==> src/orps_pkg.sv <==
`timescale 1ns / 1ps
// ----------------------------------------------------------------------------
// orps_pkg
// Types and constants shared by the overdue-ratio poll scheduler.
// ----------------------------------------------------------------------------
package orps_pkg;

    localparam logic [1:0] REQ_CLEAR   = 2'd0;
    localparam logic [1:0] REQ_APPEND  = 2'd1;
    localparam logic [1:0] REQ_TICK    = 2'd2;
    localparam logic [1:0] REQ_OUTCOME = 2'd3;

    localparam logic [2:0] STS_DONE    = 3'd0;
    localparam logic [2:0] STS_NONE    = 3'd1;
    localparam logic [2:0] STS_UNSUP   = 3'd2;
    localparam logic [2:0] STS_FULL    = 3'd3;
    localparam logic [2:0] STS_BADIDX  = 3'd4;

    localparam logic [1:0] CFG_FAST    = 2'd0;
    localparam logic [1:0] CFG_MEDIUM  = 2'd1;
    localparam logic [1:0] CFG_SLOW    = 2'd2;

    localparam int unsigned QW = 58;
    localparam logic [9:0] US_PER_MS = 10'd1000;
    localparam logic [47:0] MISS_FLOOR_US = 48'd25000;

    typedef struct packed {
        logic [15:0] signal_id;
        logic [25:0] period_us;
        logic [47:0] last_request;
        logic [47:0] last_success;
        logic [31:0] requests;
        logic [31:0] errors;
        logic [31:0] misses;
    } entry_t;

endpackage

==> src/orps_cell.sv <==
`timescale 1ns / 1ps
// ----------------------------------------------------------------------------
// orps_cell
// One table entry; passes the never-requested search along the chain.
// ----------------------------------------------------------------------------
module orps_cell import orps_pkg::*; (
    input  logic   aclk,
    input  logic   wr_en,
    input  entry_t wr_data,
    input  logic   live,
    input  logic   zero_in,
    output entry_t ent,
    output logic   zero_out,
    output logic   first
);

    entry_t ent_reg;

    always_ff @(posedge aclk) begin
        if (wr_en) begin
            ent_reg <= wr_data;
        end
    end

    logic fresh;
    assign fresh    = live && (ent_reg.last_request == 48'd0);
    assign first    = fresh && !zero_in;
    assign zero_out = zero_in || fresh;
    assign ent      = ent_reg;

endmodule

==> config.mk <==
export PLATFORM = sky130hd
export DESIGN_NAME = orps_cell
export DESIGN_NICKNAME = d
export VERILOG_FILES = /design/src/orps_pkg.sv /design/src/orps_cell.sv
export SDC_FILE = /design/constraint.sdc
export NUM_CORES = 1
export LEC_CHECK = 0
export ABC_AREA = 1
export BUFFER_PORTS_ARGS = -buffer_cell sky130_fd_sc_hd__buf_2
export CORE_AREA = 2 2 187 189
export CTS_BUF_LIST = sky130_fd_sc_hd__clkbuf_4 sky130_fd_sc_hd__clkbuf_8
export CTS_CLUSTER_SIZE = 25
export DETAILED_ROUTE_END_ITERATION = 10
export DIE_AREA = 0 0 189 191
export SETUP_SLACK_MARGIN = 0.3
export SYNTH_ARGS = -nofsm -noshare
export SYNTH_HDL_FRONTEND = slang
export SYNTH_SLANG_ARGS = --single-unit
==> constraint.sdc <==
create_clock -name aclk -period 1.1 [get_ports aclk]
set_clock_uncertainty 0.1 [all_clocks]
set_input_delay 0.165 -clock aclk [delete_from_list [all_inputs] [get_ports aclk]]
set_output_delay 0.165 -clock aclk [all_outputs]
set_load 0.02 [all_outputs]
==> results.ini, run 1 <==
[worst_setup_path]
path_buf_inv=2
start_kind=register
cp_cell_sequence=nor2_1 > nand2_1 > nor2_1 > buf_4 > nand2_4 > nor2_4 > nand2_2 > nor2_4 > buf_6
crit_slowest_cell=edfxtp_1
path_max_fanout=2
path_class=register to output pin
critPathTopFamily=simple AND/OR/NAND/NOR gates
cp_data_required_time_ns=0.83
cpPeakStageDelay_ns=0.39
endpoint_kind=output pin
arrival_ns=1.91

[clock_network]
ctsLongestPathBuffers=3
cts_hold_buf=234
cts_max_level=2
tritoncts=built
cts.sinks=234
path_clk_slew_ns=0.06
numCtsBuffers=39
root_buffer=clkbuf_8

[sta]
rsz0062_at_grt=true
timing.final.hold_violations=2
whs_ns=-0.1139
finalSetupTns_ns=-64.22
drv_slew=0
max_slew.worst_pin.slew_ns=0.2426
fin_ws_ns=-1.070
period_share_pct=197.3
fmax_mhz=460.8
period_minus_slack_ns=2.170
max_slew_margin_pct=83.83
setup_viol=236

[power_and_ir_drop]
p_seq_share_pct=49.0
ir_worst_vdd_uv=1337
p_switching_mw=5.546
p_sw_share_pct=24.71
p_per_area_nw_per_um2=1501
combPwrFrac_pct=17.2
p_int_mw=16.90
leakage_nw=6.306
total_power_mw=22.44
clkPwrFrac_pct=33.8

[die]
dieArea_sq_um=36100
io_pins=474
die_w_um=189
coreArea_sq_um=34120
dieHeight_um=191
initial_core_util_pct=21.22
num_rows=68

[finish]
drive_gt1_share_pct=53.34
largest_reg_flops=234
utilization_pct=43.83
postLayoutCellArea_sq_um=14950
num-nets-final=1317
stdcell_count=1564
area_growth_pct=106.6

[yosys]
synth-xor-area-share_pct=0
synth_top_family_by_area=simple AND/OR/NAND/NOR gates
synth.distinct_cells=7
ys_warn_count=0
ys_seq_area_share_pct=97.06
synthAdderAreaFrac_pct=0
syn-cell-area_sq_um=7239
synth-compound-area-share_pct=0
synth.area.mux_share_pct=0
syn_nets=526
avgSynthCellArea_sq_um=25.14
synthCells=288
synth-simple-area-share_pct=2.627
ys_seq_elements=234

[detailed_routing]
vias_per_cell=3.812
wl_per_cell_um=17.07
vias=5962
drc=0
drtIter0Drc=214
routed_wl_um=26690
detail-route-antenna-nets=0
first_pass_iters=6

[hold_path]
min_path_type=input port to register

[placed_design]
placed_area_sq_um=10500
hpwlAfterDp_um=17180
port_buffers=473
gp_congestion=0.7733
preCtsSetupSlack_ns=-0.6181
place_inst=1253

[grt]
grt.overflow.total=0
grt_pass1_wl_um=36680
grt_start_max_net_pins=47
grt_pass1_vias=6501
antenna_found_initial=2
grt_use_total_pct=13.60

[run]
drv_cap=0

[status]
status=complete, but fails checks
violations=negative hold slack, negative setup slack

==> path summary, 6_finish.rpt <==
| kind | from | to | slack, ns | depth (start not counted) |
|---|---|---|---|---|
| worst max-delay path | ent[164] | first | -1.07 | 9 |
| worst min-delay path | wr_en | ent[110] | -0.11 | 1 |
==> metal layers <==
metal / wire length [um] / global-route usage, %
met1: 9428 / 13.53
met2: 13780 / 24.57
met3: 2724 / 6.150
met4: 747 / 5.559
met5: 16 / 0
==> power groups by stage <==
stage	logic (mW)	clock network, mW	registers (mW)
2_1_floorplan	0.0434	0	11.9
3_3_place_gp	2.46	0	11.0
3_5_place_dp	2.46	0	11.0
4_1_cts	3.52	7.84	10.9
5_1_grt	4.05	8.27	11.0
6_report	3.87	7.59	11.0
==> cells by family (layout without fill, tap and decap cells) <==
| logic type | after synthesis | after routing |
|---|---|---|
| buf+inv | 6 | 826 |
| other cells | 0 | 1 |
| flops | 234 | 234 |
| simple gates | 48 | 48 |
==> placed cells by master, fill, tap and decap left out, types with 2 or more instances in the layout <==
cell and instances:
buf_2 279, edfxtp_1 234, dlygate4sd3_1 234, buf_6 208, clkbuf_8 40, buf_4 25
nor2_1 24, clkbuf_4 16, nand2_1 11, inv_1 6, clkinv_1 6, clkinv_2 5
nor2_2 4, nand2_2 3, nor2_4 2, buf_8 2, buf_12 2
==> Yosys cell counts <==
master    number  share of area [%]
nor2_1        28                1.5
nor2_2         2               0.17
edfxtp_1     234                 97
inv_1          6               0.31
nand3_1        2               0.14
and2_0         1              0.086
nand2_1       15               0.78
==> timing repair <==
| item | in CTS | in global routing |
|---|---|---|
| endpoints found under the setup margin | 236 | 236 |
| gates cloned | 0 | 0 |
| pin swaps | 2 | 7 |
| hold endpoints to repair | 290 | 17 |
| resized for setup | 230 | 185 |
| buffers inserted | 3 | 3 |
==> area by class of cell <==
| type | instances | area [sq um] |
|---|---|---|
| diodes | 1 | 2.502 |
| clock buffers | 56 | 670.6 |
| clock inverters | 14 | 93.84 |
| fillers | 2914 | 19160 |
| inverters | 6 | 22.52 |
| multi-input cells | 48 | 230.2 |
| flip-flops and latches | 234 | 7027 |
| well taps | 455 | 569.3 |
| repair buffers | 750 | 6339 |
(Power assumes the default switching activity.)
==> run 2, diff against run 1 <==
==> constraint.sdc (replaced) <==
create_clock -name aclk -period 1.1 [get_ports aclk]
set_clock_uncertainty 0.1 [all_clocks]
set_input_delay 0.165 -clock aclk [delete_from_list [all_inputs] [get_ports aclk]]
set_output_delay 0.165 -clock aclk [all_outputs]
set_load 0.05 [all_outputs]
==> run 2 against run 1 <==
  * Non-clock buffer count grew 1
  * First-iteration DRC count decreased by 0.47%
  * Clock-buffer cell count decreased by 6
  * Cell area up 1.5%
  * Critical endpoint unchanged
  * Power up 5.7%
  * Via count down 1.0%
  * The flow still finishes with violations (negative hold slack, negative setup slack)
  * Flip-flop and latch count is the same
  * Combinational power grew 45%
==> results.ini, run 2 (same netlist as run 1, synthesis figures left out) <==
[detailed_routing]
drtIter0Drc=213  ; -0.47%
detail-route-antenna-nets=0  ; unchanged
routed_wl_um=26290  ; -1.5%
vias_per_cell=3.783  ; -0.77%
drc=0  ; unchanged
vias=5901  ; -1.0%
first_pass_iters=4  ; -2
wl_per_cell_um=16.85  ; -1.2%

[worst_setup_path]
crit_slowest_cell=edfxtp_1
start_kind=register
cpPeakStageDelay_ns=0.40  ; about the same
arrival_ns=1.90  ; about the same
path_class=register to output pin
endpoint_kind=output pin
path_max_fanout=2  ; unchanged
path_common_cell=nor2_4
path_buf_inv=1  ; -1
critPathTopFamily=simple AND/OR/NAND/NOR gates
cp_cell_sequence=nor2_1 > nand2_1 > nor2_2 > nand2_2 > nor2_4 > nand2_4 > nor2_4 > buf_6
cp_data_required_time_ns=0.83  ; about the same

[finish]
largest_reg_flops=234  ; unchanged
layout_common_cells=buf_2, edfxtp_1, dlygate4sd3_1, buf_6, clkbuf_8
seqCellArea_sq_um=7027  ; unchanged
area_growth_pct=109.7
drive_gt1_share_pct=52.40  ; -0.94 points
n_fill_cell=2891  ; -0.79%
final_common_cell=buf_2
antenna_cells=0  ; -1
num-nets-final=1318  ; +0.076%
multiInputGateArea_sq_um=217.7  ; -5.4%

[grt]
grt_start_max_net_pins=42  ; -11%
antenna_found_initial=0  ; -2
grt_use_total_pct=13.93  ; +0.33 points
grt.overflow.total=0  ; unchanged
grt_pass1_wl_um=37390  ; +1.9%
grt_pass1_vias=6572  ; +1.1%

[clock_network]
ctsLongestPathBuffers=3  ; unchanged
cts.sinks=234  ; unchanged
path_clk_slew_ns=0.06  ; about the same
tritoncts=built
numCtsBuffers=39  ; unchanged
cts_max_level=2  ; unchanged
cts_hold_buf=234  ; unchanged
root_buffer=clkbuf_8

[die]
num_rows=68  ; unchanged
coreArea_sq_um=34120  ; unchanged
die_w_um=189  ; unchanged
initial_core_util_pct=21.22  ; unchanged
dieHeight_um=191  ; unchanged
io_pins=474  ; unchanged
dieArea_sq_um=36100  ; unchanged

[sta]
period_minus_slack_ns=2.161  ; -0.008960 ns
setup_viol=236  ; unchanged
rsz0062_at_grt=true
max_slew.worst_pin.slew_ns=0.2616  ; +0.01900 ns
max_slew_margin_pct=82.56  ; -1.3 points
drv_slew=0  ; unchanged
finalSetupTns_ns=-69.68  ; -5.460 ns
period_share_pct=196.5  ; -0.81 points
timing.final.hold_violations=3  ; +1
whs_ns=-0.1074  ; +0.006503 ns
fmax_mhz=462.7  ; +0.41%
fin_ws_ns=-1.061  ; +0.008960 ns

[power_and_ir_drop]
p_per_area_nw_per_um2=1562  ; +4.1%
leakage_nw=6.378  ; +1.1%
ir_worst_vdd_uv=1204  ; -9.9%

[placed_design]
hpwlAfterDp_um=16870  ; -1.8%
preCtsSetupSlack_ns=-0.7756  ; -0.1575 ns
gp_congestion=0.7583  ; -1.9%
port_buffers=473  ; unchanged

[run]
drv_cap=0  ; unchanged

[status]
status=complete, but fails checks
violations=negative hold slack, negative setup slack

[hold_path]
min_path_type=input port to register

run 2: layout make-up:
cell class | instances | area share [%]
clock inverters | 16 | 0.4367
well taps | 455 | 3.749
repair buffers | 751 | 43.80
flip-flops and latches | 234 | 46.28
clock buffers | 50 | 4.161
inverters | 6 | 0.1483
multi-input cells | 48 | 1.434
run 2: path summary, 6_finish.rpt:
| check | from | endpoint | slack, ns | depth (start not counted) |
|---|---|---|---|---|
| max | ent[163] | first | -1.06 | 8 |
| min | wr_en | ent[220] | -0.11 | 1 |
run 2: routing by layer:
metal | share of wire (%) | vias to the layer above | global-route usage (%)
met3 | 10 | 47 | 6.077
met2 | 53 | 369 | 25.44
li1 | - | 2708 | -
met1 | 34 | 2777 | 13.80
met4 | 2.9 | 0 | 5.619
met5 | 0 | - | 0
run 2: through the flow:
stage               std cells  hold slack (ns)  power (mW)  utilization [%]  instance area [sq um]
floorplan                 288           0.1639       13.53                -                   7247
global placement         1256           0.2410       15.01            30.83                  10520
detailed placement       1256           0.2431       15.04            30.83                  10520
CTS                      1557          -0.1527       23.87            44.32                  15120
global route             1560          -0.1523       24.62            44.51                  15180
finish                   1560          -0.1074       23.72            44.51                  15180
run 2: where the power goes:
| group | internal (mW) | leakage, nW | switching [mW] |
|---|---|---|---|
| registers | 10.6 | 2.29 | 0.389 |
| logic | 2.31 | 3.71 | 3.31 |
| clock network | 3.73 | 0.373 | 3.35 |
run 2: timing repair:
action	CTS	global route
pin swaps	3	1
hold endpoints to repair	241	3
gates resized for setup	493	12
setup endpoints to repair	236	236
setup buffers	1	3
==> run 3, diff against run 2 <==
--- a/config.mk
+++ b/config.mk
@@ -5,13 +5,14 @@
 export SDC_FILE = /design/constraint.sdc
 export NUM_CORES = 1
 export LEC_CHECK = 0
-export ABC_AREA = 1
+export ABC_CLOCK_PERIOD_IN_PS = 1100
 export BUFFER_PORTS_ARGS = -buffer_cell sky130_fd_sc_hd__buf_2
-export CORE_AREA = 2 2 187 189
+export CORE_AREA = 2 2 186 188
 export CTS_BUF_LIST = sky130_fd_sc_hd__clkbuf_4 sky130_fd_sc_hd__clkbuf_8
 export CTS_CLUSTER_SIZE = 25
 export DETAILED_ROUTE_END_ITERATION = 10
-export DIE_AREA = 0 0 189 191
+export DIE_AREA = 0 0 188 190
+export GPL_TIMING_DRIVEN = 0
 export SETUP_SLACK_MARGIN = 0.3
 export SYNTH_ARGS = -nofsm -noshare
 export SYNTH_HDL_FRONTEND = slang
==> run 3 against run 2 <==
  * The flow still finishes with violations (negative hold slack, negative setup slack)
  * Cell area down 1.9%
  * Sequential power barely moved
  * Via count down 5.1%
  * Critical path depth down 3
  * Non-clock buffer count down 39
  * Power is 3.4% higher
  * Sequential share of layout area grew 0.88 points
  * Clock power increased by 13%
  * Final cell count fell by 4.6%
  * Combinational power shrank 4%
  * Largest cell class unchanged
==> results.ini, run 3 <==
[status]
status=complete, but fails checks
violations=negative hold slack, negative setup slack

[clock_network]
cts_max_level=2  ; unchanged
root_buffer=clkbuf_8
cts.sinks=234  ; unchanged
cts_hold_buf=234  ; unchanged
numCtsBuffers=42  ; +7.7%
ctsLongestPathBuffers=3  ; unchanged
tritoncts=built
path_clk_slew_ns=0.06  ; about the same

[finish]
largest_reg_flops=234  ; unchanged
final_common_cell=buf_2
drive_gt1_share_pct=52.71  ; +0.31 points
num-nets-final=1248  ; -5.3%
area_growth_pct=107.8
antenna_cells=0  ; unchanged
layout_common_cells=buf_2, edfxtp_1, dlygate4sd3_1, buf_6, clkbuf_8

[detailed_routing]
vias_per_cell=3.762  ; -0.56%
routed-wl-met3_um=2506  ; -4.5%
vias=5601  ; -5.1%
drc=0  ; unchanged
drtIter0Drc=261  ; +23%
highest-signal-layer=met4
routed_wl_um=26590  ; +1.1%
drt-met1-wl_um=9051  ; about the same
routed-wl-met2_um=14120  ; +2.0%
wl_per_cell_um=17.86  ; +6.0%
detail-route-antenna-nets=0  ; unchanged
first_pass_iters=4  ; unchanged

[power_and_ir_drop]
total_power_mw=24.51  ; +3.4%
leakage_nw=6.134  ; -3.8%
ir_worst_vdd_uv=1027  ; -15%
p_per_area_nw_per_um2=1645  ; +5.3%

[placed_design]
port_buffers=473  ; unchanged
gp_congestion=0.7682  ; +1.3%
hpwlAfterDp_um=16330  ; -3.2%

[run]
drv_cap=0  ; unchanged

[grt]
grt_pass1_wl_um=37960  ; +1.5%
antenna_found_initial=0  ; unchanged
grt_use_total_pct=14.43  ; +0.50 points
grt.overflow.total=0  ; unchanged
grt_start_max_net_pins=65  ; +55%
grt_pass1_vias=6445  ; -1.9%

[worst_setup_path]
start_kind=register
crit_slowest_cell=edfxtp_1
cp_data_required_time_ns=0.83  ; about the same
endpoint_kind=output pin
path_class=register to output pin
path_max_fanout=2  ; unchanged
cpPeakStageDelay_ns=0.43  ; +0.03 ns
arrival_ns=2.26  ; +0.36 ns
cp_cell_sequence=nor4b_2 > nand4_1 > nor4_4 > nor2b_4 > buf_6

[yosys]
synth_ff_type=edfxtp_1
synthArstFlopShare_pct=0  ; unchanged
synth.distinct_cells=11  ; +4
avgSynthCellArea_sq_um=28.24  ; +12%
syn_nets=492  ; -6.5%
ys_top_cells_by_count=edfxtp_1, nor4_1, nor4_2
yosysMostFrequentCell=edfxtp_1
yosys.area.top_type=edfxtp_1
ys_seq_area_share_pct=97.98  ; +0.91 points
synthCells=254  ; -12%
synth_area_leaders=edfxtp_1, nor4_1, nor4_2
ys_warn_count=0  ; unchanged
synth_enable_flop_cells=234  ; unchanged
ys_seq_elements=234  ; unchanged
synth_top_area_share_pct=97.98  ; +0.91 points
syn-cell-area_sq_um=7172  ; -0.93%

[sta]
max_slew_margin_pct=73.48  ; -9.1 points
whs_ns=-0.07264  ; +0.03471 ns
rsz0062_at_grt=true
fin_ws_ns=-1.425  ; -0.3634 ns
fmax_mhz=396.1  ; -14%
finalSetupTns_ns=-73.33  ; -3.650 ns
timing.final.hold_violations=53  ; +50
max_slew.worst_pin.slew_ns=0.3979  ; +0.1363 ns
period_minus_slack_ns=2.525  ; +0.3634 ns
drv_slew=0  ; unchanged
period_share_pct=229.5  ; +33 points
setup_viol=236  ; unchanged

[die]
dieArea_sq_um=35720  ; -1.0%
initial_core_util_pct=21.13  ; -0.093 points
coreArea_sq_um=33950  ; -0.50%
dieHeight_um=190  ; -0.52%
die_w_um=188  ; -0.53%
num_rows=68  ; unchanged
io_pins=474  ; unchanged

[hold_path]
min_path_type=input port to register
min_to=ent[120]
min_from=wr_en
holdPathStages=1  ; unchanged

-- run 3: cell types whose count changed in the layout (fill, tap and decap cells not counted), moves of 4 or more --
cell,before,now
buf_8,14,1
buf_4,31,2
nand2_1,12,1
nor2_1,26,1
nor4_1,0,6
clkinvlp_4,0,4
clkbuf_4,9,4
inv_1,6,0
-- run 3: critical path, delay by kind of cell, from the launching register on --
family	cells	cell delay [ns]
buffers and inverters	1	0.16
flip-flops	1	0.43
AND/OR/NAND/NOR	4	1.09
-- run 3: where the power goes --
| group | switching [mW] | internal (mW) | total, mW | leakage, nW |
|---|---|---|---|---|
| combinational | 3.26 | 2.16 | 5.42 | 3.44 |
| clock | 3.63 | 4.40 | 8.03 | 0.402 |
| sequential | 0.428 | 10.6 | 11.1 | 2.29 |
| total | 7.31 | 17.2 | 24.5 | 6.13 |
-- run 3: cell families (layout without fill, tap and decap cells) --
logic type / Yosys count / in the layout / synth area share (%)
flops: 234 / 234 / 97.98
buf+inv: 0 / 780 / 0
simple gates: 20 / 20 / 2.024
-- run 3: worst max-delay path by stage --
| stage | start | slack, ns | to | cells past startpoint |
|---|---|---|---|---|
| CTS | ent[188] | -1.60 | first | 5 |
| floorplan | ent[182] | -0.82 | first | 4 |
| global route | ent[188] | -1.63 | first | 5 |
| global placement | wr_en | -3.42 | ent[14] | 1 |
| finish | ent[145] | -1.42 | first | 5 |
| detailed placement | ent[148] | -1.03 | first | 5 |
-- run 3: cell type report --
| class | count | area, sq um |
|---|---|---|
| multi-input combinational | 20 | 185.2 |
| clock inverter | 22 | 187.7 |
| tap | 455 | 569.3 |
| timing repair buffer | 712 | 6324 |
| fill | 2893 | 19050 |
| sequential | 234 | 7027 |
| clock buffer | 46 | 608.1 |
-- run 3: routing by layer --
layer / track usage [%] / up-vias
met3: 5.663 / 62
li1: - / 2563
met5: 0 / -
met2: 26.67 / 331
met4: 7.056 / 0
met1: 13.97 / 2645
-- run 3: metrics by stage --
| stage | setup WS [ns] | area, sq um | hold slack, ns | cells | utilization [%] |
|---|---|---|---|---|---|
| after floorplan | -0.8219 | 7186 | 0.1639 | 254 | - |
| final | -1.425 | 14900 | -0.07264 | 1489 | 43.89 |
| after CTS | -1.598 | 14860 | -0.1361 | 1488 | 43.78 |
| after global placement | -3.421 | 10120 | 0.2417 | 1182 | 29.82 |
| after global routing | -1.625 | 14900 | -0.1074 | 1489 | 43.89 |
| after detailed placement | -1.027 | 10160 | 0.2431 | 1183 | 29.93 |
-- run 3: what timing repair did --
item                       in CTS  in global routing
pin swaps                       2                  2
hold endpoints to repair      341                 91
setup endpoints to repair     363                243
cloned                          2                  0
resized for setup             473                  9
buffers inserted                1                  1
